## config.mk

```make
export PLATFORM = sky130hd
export DESIGN_NAME = lucas_binomial_nonzero_check_flat
export DESIGN_NICKNAME = d
export VERILOG_FILES = /design/src/sv/lbnc_pkg.sv /design/src/sv/lbnc_in_if.sv /design/src/sv/lbnc_out_if.sv /design/src/sv/lbnc_ctrl.sv /design/src/sv/lbnc_datapath.sv /design/src/sv/lucas_binomial_nonzero_check.sv /design/src/flat_wrapper.sv
export SDC_FILE = /design/constraint.sdc
export NUM_CORES = 1
export LEC_CHECK = 0
export ABC_AREA = 1
export BUFFER_PORTS_ARGS = -buffer_cell sky130_fd_sc_hd__buf_2
export CORE_UTILIZATION = 45
export DETAILED_ROUTE_END_ITERATION = 10
export PLACE_DENSITY = 0.67
export SLEW_MARGIN = 40
export SYNTH_ARGS = -nofsm -noshare
export SYNTH_HDL_FRONTEND = slang
export SYNTH_HIERARCHICAL = 1
export SYNTH_SLANG_ARGS = --single-unit
```

## constraint.sdc

```tcl
create_clock -name clk_i -period 19.3 [get_ports clk_i]
set_input_delay 0 -clock clk_i [delete_from_list [all_inputs] [get_ports clk_i]]
set_output_delay 0 -clock clk_i [all_outputs]
set_load 0.005 [all_outputs]
```

## src/sv/lbnc_pkg.sv

```systemverilog
// ----------------------------------------------------------------------------
// lbnc_pkg
// Shared types and constants of the Lucas binomial nonzero check.
// ----------------------------------------------------------------------------
package lbnc_pkg;

  localparam int unsigned LBNC_VALUE_BITS     = 64;  // width of n and k fields
  localparam int unsigned LBNC_BASE_BITS      = 8;   // width of the base field
  localparam int unsigned LBNC_VALUE_WIDTH    = 64;  // default of VALUE_WIDTH
  localparam int unsigned LBNC_BITS_PER_CYCLE = 8;   // quotient bits per cycle
  localparam logic [LBNC_BASE_BITS-1:0] LBNC_MIN_BASE = 8'd2;

  typedef enum logic [1:0] {
    ST_IDLE,
    ST_DIVIDE,
    ST_COMPARE,
    ST_FINISH
  } lbnc_state_e;

  // Commands from the controller to the datapath.
  typedef struct packed {
    logic load;     // capture a new item
    logic step;     // one divider step on n and k
    logic restart;  // clear remainders and chunk counter for the next digit
  } lbnc_cmd_t;

  // Status from the datapath to the controller.
  typedef struct packed {
    logic last;     // divider is on the final chunk of a digit
    logic bad;      // digit of k exceeds digit of n
    logic zero;     // both n and k are exhausted
  } lbnc_stat_t;

endpackage

```

## src/sv/lbnc_in_if.sv

```systemverilog
// ----------------------------------------------------------------------------
// lbnc_in_if
// Input channel: valid/ready handshake with n, k and the base.
// ----------------------------------------------------------------------------
interface lbnc_in_if import lbnc_pkg::*; ();
  logic                      valid;
  logic                      ready;
  logic [LBNC_VALUE_BITS-1:0] top_value;
  logic [LBNC_VALUE_BITS-1:0] choose_value;
  logic [LBNC_BASE_BITS-1:0]  prime_base;

  modport source (output valid, output top_value, output choose_value,
                  output prime_base, input ready);
  modport sink   (input valid, input top_value, input choose_value,
                  input prime_base, output ready);
endinterface

```

## src/sv/lbnc_out_if.sv

```systemverilog
// ----------------------------------------------------------------------------
// lbnc_out_if
// Output channel: valid/ready handshake with the one-bit answer.
// ----------------------------------------------------------------------------
interface lbnc_out_if ();
  logic valid;
  logic ready;
  logic is_nonzero;

  modport source (output valid, output is_nonzero, input ready);
  modport sink   (input valid, input is_nonzero, output ready);
endinterface

```

## src/sv/lbnc_ctrl.sv

```systemverilog
// ----------------------------------------------------------------------------
// lbnc_ctrl
// Controller: sequences the digit divisions and holds the output register.
// ----------------------------------------------------------------------------
module lbnc_ctrl import lbnc_pkg::*; (
  input  logic       clk_i,
  input  logic       rst_ni,
  input  logic       in_valid_i,
  output logic       in_ready_o,
  input  logic       out_ready_i,
  output logic       out_valid_o,
  output logic       out_is_nonzero_o,
  output lbnc_cmd_t  cmd_o,
  input  lbnc_stat_t stat_i
);

  lbnc_state_e state_q, state_d;
  logic        out_valid_q, out_valid_d;
  logic        res_q, res_d;

  always_ff @(posedge clk_i or negedge rst_ni) begin
    if (!rst_ni) begin
      state_q     <= ST_IDLE;
      out_valid_q <= 1'b0;
    end else begin
      state_q     <= state_d;
      out_valid_q <= out_valid_d;
    end
  end

  always_ff @(posedge clk_i) begin
    res_q <= res_d;
  end

  always_comb begin
    state_d     = state_q;
    cmd_o       = '0;
    in_ready_o  = 1'b0;
    res_d       = res_q;
    out_valid_d = out_valid_q && !out_ready_i;

    unique case (state_q)
      ST_IDLE: begin
        in_ready_o = 1'b1;
        if (in_valid_i) begin
          cmd_o.load = 1'b1;
          state_d    = ST_COMPARE;
        end
      end
      ST_DIVIDE: begin
        cmd_o.step = 1'b1;
        if (stat_i.last) begin
          state_d = ST_COMPARE;
        end
      end
      ST_COMPARE: begin
        if (stat_i.bad || stat_i.zero) begin
          state_d = ST_FINISH;
        end else begin
          cmd_o.restart = 1'b1;
          state_d       = ST_DIVIDE;
        end
      end
      ST_FINISH: begin
        // The answer waits here until the output register is free.
        if (!out_valid_q || out_ready_i) begin
          res_d       = !stat_i.bad;
          out_valid_d = 1'b1;
          state_d     = ST_IDLE;
        end
      end
      default: state_d = ST_IDLE;
    endcase
  end

  assign out_valid_o      = out_valid_q;
  assign out_is_nonzero_o = res_q;

endmodule

```

## src/sv/lbnc_datapath.sv

```systemverilog
// ----------------------------------------------------------------------------
// lbnc_datapath
// Datapath: divides n and k by the base, several quotient bits a cycle,
// and compares the resulting digits.
// ----------------------------------------------------------------------------
module lbnc_datapath import lbnc_pkg::*; #(
  parameter int unsigned VALUE_WIDTH = LBNC_VALUE_WIDTH
) (
  input  logic                       clk_i,
  input  logic                       rst_ni,
  input  lbnc_cmd_t                  cmd_i,
  input  logic [LBNC_VALUE_BITS-1:0] top_value_i,
  input  logic [LBNC_VALUE_BITS-1:0] choose_value_i,
  input  logic [LBNC_BASE_BITS-1:0]  prime_base_i,
  output lbnc_stat_t                 stat_o
);

  localparam int unsigned SB     = LBNC_BITS_PER_CYCLE;
  localparam int unsigned CHUNKS = (VALUE_WIDTH + SB - 1) / SB;
  localparam int unsigned PW     = CHUNKS * SB;
  localparam int unsigned CW     = (CHUNKS > 1) ? $clog2(CHUNKS) : 1;
  localparam int unsigned RW     = LBNC_BASE_BITS;

  logic [PW-1:0] n_q, n_d, k_q, k_d;
  logic [RW-1:0] rn_q, rn_d, rk_q, rk_d;
  logic [RW-1:0] p_q, p_d;
  logic [CW-1:0] cnt_q, cnt_d;
  logic [SB+RW-1:0] div_n, div_k;

  // Restoring division of one chunk: remainder in, quotient bits and
  // remainder out. The remainder always stays below the base.
  function automatic logic [SB+RW-1:0] div_chunk(input logic [RW-1:0] r_in,
                                                 input logic [SB-1:0] bits,
                                                 input logic [RW-1:0] base);
    logic [RW:0]   t;
    logic [RW-1:0] r;
    logic [SB-1:0] q;
    r = r_in;
    q = '0;
    for (int i = SB - 1; i >= 0; i--) begin
      t = {r, bits[i]};
      if (t >= {1'b0, base}) begin
        t    = t - {1'b0, base};
        q[i] = 1'b1;
      end
      r = t[RW-1:0];
    end
    return {q, r};
  endfunction

  assign div_n = div_chunk(rn_q, n_q[PW-1 -: SB], p_q);
  assign div_k = div_chunk(rk_q, k_q[PW-1 -: SB], p_q);

  always_comb begin
    n_d   = n_q;
    k_d   = k_q;
    rn_d  = rn_q;
    rk_d  = rk_q;
    p_d   = p_q;
    cnt_d = cnt_q;
    if (cmd_i.load) begin
      n_d   = PW'(top_value_i[VALUE_WIDTH-1:0]);
      k_d   = PW'(choose_value_i[VALUE_WIDTH-1:0]);
      p_d   = (prime_base_i < LBNC_MIN_BASE) ? LBNC_MIN_BASE : prime_base_i;
      rn_d  = '0;
      rk_d  = '0;
      cnt_d = '0;
    end else if (cmd_i.restart) begin
      rn_d  = '0;
      rk_d  = '0;
      cnt_d = '0;
    end else if (cmd_i.step) begin
      // Quotient bits enter at the bottom as the dividend leaves the top.
      n_d   = (n_q << SB) | PW'(div_n[SB+RW-1:RW]);
      k_d   = (k_q << SB) | PW'(div_k[SB+RW-1:RW]);
      rn_d  = div_n[RW-1:0];
      rk_d  = div_k[RW-1:0];
      cnt_d = cnt_q + 1'b1;
    end
  end

  always_ff @(posedge clk_i or negedge rst_ni) begin
    if (!rst_ni) begin
      cnt_q <= '0;
    end else begin
      cnt_q <= cnt_d;
    end
  end

  always_ff @(posedge clk_i) begin
    n_q  <= n_d;
    k_q  <= k_d;
    rn_q <= rn_d;
    rk_q <= rk_d;
    p_q  <= p_d;
  end

  assign stat_o.last = (cnt_q == CW'(CHUNKS - 1));
  assign stat_o.bad  = (rk_q > rn_q);
  assign stat_o.zero = (n_q == '0) && (k_q == '0);

endmodule

```

## src/sv/lucas_binomial_nonzero_check.sv

```systemverilog
// The controller walks the base-p digits of n and k from the least significant one, up to the
// first failing digit or until n and k are used up; each digit is a pass of the 8-bit-per-cycle
// divider followed by a compare. One transaction is processed at a time; a finished result waits
// in the output register while the next transaction is accepted. Reset clears the controller
// state, the output valid flag and the datapath chunk counter.
// ----------------------------------------------------------------------------
// lucas_binomial_nonzero_check
// Decides whether C(n,k) is nonzero modulo p by comparing base-p digits.
// ----------------------------------------------------------------------------
module lucas_binomial_nonzero_check import lbnc_pkg::*; #(
  parameter int unsigned VALUE_WIDTH = LBNC_VALUE_WIDTH
) (
  input  logic              clk_i,
  input  logic              rst_ni,
  lbnc_in_if.sink           in_i,
  lbnc_out_if.source        out_o
);

  lbnc_cmd_t  cmd;
  lbnc_stat_t stat;

  lbnc_ctrl u_ctrl (
    .clk_i            (clk_i),
    .rst_ni           (rst_ni),
    .in_valid_i       (in_i.valid),
    .in_ready_o       (in_i.ready),
    .out_ready_i      (out_o.ready),
    .out_valid_o      (out_o.valid),
    .out_is_nonzero_o (out_o.is_nonzero),
    .cmd_o            (cmd),
    .stat_i           (stat)
  );

  lbnc_datapath #(
    .VALUE_WIDTH (VALUE_WIDTH)
  ) u_datapath (
    .clk_i          (clk_i),
    .rst_ni         (rst_ni),
    .cmd_i          (cmd),
    .top_value_i    (in_i.top_value),
    .choose_value_i (in_i.choose_value),
    .prime_base_i   (in_i.prime_base),
    .stat_o         (stat)
  );

endmodule

```

## src/flat_wrapper.sv

```systemverilog
// flat-port wrapper written by rule: the top's interface ports become plain ports
module lucas_binomial_nonzero_check_flat import lbnc_pkg::*;
#(
  parameter int unsigned VALUE_WIDTH = LBNC_VALUE_WIDTH
)
  (clk_i, rst_ni, in_i_valid, in_i_top_value, in_i_choose_value, in_i_prime_base, in_i_ready, out_o_valid, out_o_is_nonzero, out_o_ready);
  lbnc_in_if in_i_i ();
  lbnc_out_if out_o_i ();
  input  logic clk_i;
  input  logic rst_ni;
  input wire logic [$bits(in_i_i.valid)-1:0] in_i_valid;
  input wire logic [$bits(in_i_i.top_value)-1:0] in_i_top_value;
  input wire logic [$bits(in_i_i.choose_value)-1:0] in_i_choose_value;
  input wire logic [$bits(in_i_i.prime_base)-1:0] in_i_prime_base;
  output wire logic [$bits(in_i_i.ready)-1:0] in_i_ready;
  output wire logic [$bits(out_o_i.valid)-1:0] out_o_valid;
  output wire logic [$bits(out_o_i.is_nonzero)-1:0] out_o_is_nonzero;
  input wire logic [$bits(out_o_i.ready)-1:0] out_o_ready;
  assign in_i_i.valid = in_i_valid;
  assign in_i_i.top_value = in_i_top_value;
  assign in_i_i.choose_value = in_i_choose_value;
  assign in_i_i.prime_base = in_i_prime_base;
  assign in_i_ready = in_i_i.ready;
  assign out_o_valid = out_o_i.valid;
  assign out_o_is_nonzero = out_o_i.is_nonzero;
  assign out_o_i.ready = out_o_ready;
  lucas_binomial_nonzero_check #(.VALUE_WIDTH(VALUE_WIDTH)) u_core (.clk_i(clk_i), .rst_ni(rst_ni), .in_i(in_i_i), .out_o(out_o_i));
endmodule
```

==> run summary <==
The run finished with clean final reports. The CTS H-tree depth is 4. Global routing used 25.8% of the available tracks. The core box area came out at 31600 um^2. For the pin with the worst max-slew slack, the measured transition is 824 ps.

The number of placement rows came out at 65. The clock tree from TritonCTS is done. The width of the chip is 182 um. The signed area change from the synthesized netlist to the final layout came out at 21.4%. The count of input and output buffers is 142. The remaining routing DRC violations is 0. The worst setup path is captured at a register. The share of the synthesized area in the top cell type is 28.3%. The number of diodes added for antenna fixing came out at 0. The sequential cell area fraction in the yosys report is 31.6%. The vertical die dimension came out at 182 um. Counting every sink on the clock net gives 159.

Data arrives at the worst endpoint at 17200 ps. The Yosys warning count is 6. The cell accounting for the most synthesized area is edfxtp_1. The distinct cell type count of the synthesized netlist is 46.

The time the worst path needs with I/O delays and setup is 17050 ps. Setup repair after global routing left no endpoint under its margin. The hold violation count in the final report is 0. For this run, the leading register cell type out of synthesis is edfxtp_1. The via count is 13.8k.

At the end of routability-driven placement, the weighted congestion stood at 0.910. Detailed placement finished with a half-perimeter wire length of 29.4 mm. Measured in cells, the most critical reg-to-reg path has a length of 102. Including well taps, the total number of placed cells is 2487. The slowest stage of the critical path belongs to the cell o21ai_0. The delay contributed by the slowest stage of the critical path came out at 450 ps. The clock arrives with 16.8 ps of skew. The worst setup path category is reg2reg.

The worst hold path depth came out at 3. The type of element launching the critical path is a register. The die covers 33000 um^2. The initial core utilization came out at 45.9%. The total clock buffers created by CTS is 17. The number of nets in the synthesized netlist came out at 2266. The number of iterations in the first detailed-routing pass came out at 5. The final net count came out at 2531. The maximum operating frequency is 58.6 MHz.

Clock tree synthesis selected as its root buffer the cell clkbuf_16. The final number of setup-violating endpoints came out at 0. The number of global-route vias before repair came out at 13.6k.

The fraction of layout cells with a size suffix above 1 is 12.8%. The area of all placed cells without fillers is 17600 um^2. The startpoint of the most critical hold path is in_i_top_value[0].

The launching point of the worst reg2reg path is u_core/u_datapath/p_q[1]. The final global-route overflow total came out at 0. The largest fanout of any net on the critical path came out at 19. The worst path required time is 19440 ps. The post-synthesis instance total came out at 1972. The most prevalent standard cell on the critical path is nand2_1. The placed cell area came out at 15600 um^2.

In this run the critical register-to-register path is captured at u_core/u_datapath/k_q[0]. The number of flops mapped to enable cells by yosys is 137. After synthesis, the share of flip-flops with an asynchronous set or reset is 3.77%.

The count of pins over their slew limit came out at 0. The setup slack of the most critical reg-to-reg path is 2250 ps. The area of the mapped netlist came out at 14500 um^2. The synthesized area divided by synthesized cell count is 7.36 um^2. The tool flagged a number of max-cap violations equal to 0. The largest net degree at the start of global routing is 88. The clock slew seen by the registers of the worst setup and hold paths came out at 70 ps. Counting the fill cells in the layout gives 2783. The path with the worst hold slack has its endpoint at u_core/u_datapath/n_q[0]. The number of flip-flops and latches in the synthesized netlist came out at 159. By area the synthesized netlist is led by edfxtp_1, nand2_1, ha_1.

The clock latency on the worst-skew pair came out at 450 ps. In this run the post-CTS setup repair buffer count came out at 0. The number of antenna violations at the first check in global routing came out at 0.

The detailed router's first-iteration violation count is 1009. The global-route wire length before repair came out at 68.1 mm. For the final routed database, the setup TNS stands at 0 ps. The maximum buffer depth of the clock tree is 2. In the final routed layout, each cell accounts on average for 15.6 um.

The ratio of routed vias to standard cells is 5.22. The final period utilization came out at 88.4%. The remaining max-slew budget at the tightest pin came out at 45.0%. In this run the remaining antenna-violating nets after routing total 0.

The tightest min-delay check is of the in2reg type. The count of boundary I/O pins came out at 143. The count of placed standard cells in the final layout, fillers left out came out at 2652. The total wirelength of the detailed-routed design came out at 41.4 mm.
metrics by stage:
stage,worst slack [ps],utilization (%),hold slack (ps)
4_1_cts,2260,55.7,4.78
6_report,2250,55.7,25.5
3_3_place_gp,2490,49.5,-161
5_1_grt,251,55.7,50.0
2_1_floorplan,4550,-,-296
3_5_place_dp,2350,49.5,-161
layout make-up:
type | count | area [um^2] | share of cell area (%)
multi-input combinational | 1496 | 8710 | 49.4
inverter | 272 | 1020 | 5.80
tap | 402 | 503 | 2.85
sequential | 159 | 4580 | 26.0
clock inverter | 15 | 215 | 1.22
clock buffer | 17 | 425 | 2.41
timing repair buffer | 291 | 2170 | 12.3
cells in the mapped netlist, drive strengths merged, types with 9 or more instances:
cell      n
xnor2    26
nand2   721
dfxtp    16
nor3     11
nor2    118
a21oi    87
nor4     34
fa       16
clkbuf   33
o21ai    97
inv     272
xor2     61
edfxtp  137
o21bai    9
buf      12
nand3   103
nand4    32
ha      138
metal layers:
metal  wire, um  track usage (%)
met5          0                0
met4       1010             7.80
met3       2440             3.33
met2      18800             42.4
met1      19200             35.2
sequential cells by signal, summed over array words and instances, names as in the netlist:
signal                          cells
u_core/u_ctrl/state_q               2
u_core/u_datapath/cnt_q             3
u_core/u_ctrl/out_is_nonzero_o      1
u_core/u_datapath/rk_q              8
u_core/u_datapath/k_q              64
u_core/u_ctrl/out_valid_o           1
u_core/u_datapath/p_q               8
u_core/u_datapath/n_q              64
u_core/u_datapath/rn_q              8
layout by cell type, fill, tap and decap left out, drive strengths merged, types with 5 or more instances in the layout:
cell	Yosys	routed
a21oi	87	87
a31oi	6	6
buf	12	158
clkbuf	33	17
clkinv	0	8
dfrtp	6	6
dfxtp	16	16
dlygate4sd3	0	133
edfxtp	137	137
fa	16	16
ha	138	138
inv	272	278
nand2	721	721
nand3	103	103
nand3b	5	5
nand4	32	32
nor2	118	118
nor3	11	11
nor4	34	34
o21a	6	6
o21ai	97	97
o21bai	9	9
o311ai	5	5
or2	7	7
or4	5	5
xnor2	26	26
xor2	61	61
critical path: cells and delay by family, from the launching register on:
| family | cells | cell delay [ps] |
|---|---|---|
| fa+ha+maj | 8 | 2630 |
| buf+inv | 16 | 2270 |
| compound gates | 30 | 5630 |
| flops | 1 | 370 |
| simple gates | 48 | 5870 |
kinds of logic (layout without fill, tap and decap cells):
family                   Yosys count  count (layout)  synth area share (%)
XOR/XNOR                          87              87                  5.25
buffers and inverters            317             595                  8.57
AND/OR/NAND/NOR                 1038            1038                  32.2
flip-flops                       159             159                  31.6
AO/OA/AOI/OAI                    216             216                  8.26
multiplexers                       1               1                0.0689
adder cells (fa/ha/maj)          154             154                  14.1
worst max-delay path by stage:
stage                                   from                  endpoint  slack [ps]  cells after the start
global route        u_core/u_datapath/p_q[1]  u_core/u_datapath/k_q[0]         250                    102
detailed placement  u_core/u_datapath/p_q[1]  u_core/u_datapath/k_q[0]        2350                    102
floorplan           u_core/u_datapath/p_q[1]  u_core/u_datapath/k_q[0]        4550                    102
CTS                 u_core/u_datapath/p_q[1]  u_core/u_datapath/k_q[0]        2260                    102
finish              u_core/u_datapath/p_q[1]  u_core/u_datapath/k_q[0]        2250                    102
global placement    u_core/u_datapath/p_q[1]  u_core/u_datapath/k_q[0]        2490                    102
timing repair:
| action | 4_1_cts | 5_1_grt |
|---|---|---|
| hold buffers | 133 | 0 |
| resized for setup | 0 | 0 |
| hold endpoints to repair | 139 | 0 |
Power is left out: the tool's default activity adds up to more than one toggle a clock period on the data nets, which glitch-free logic cannot reach.
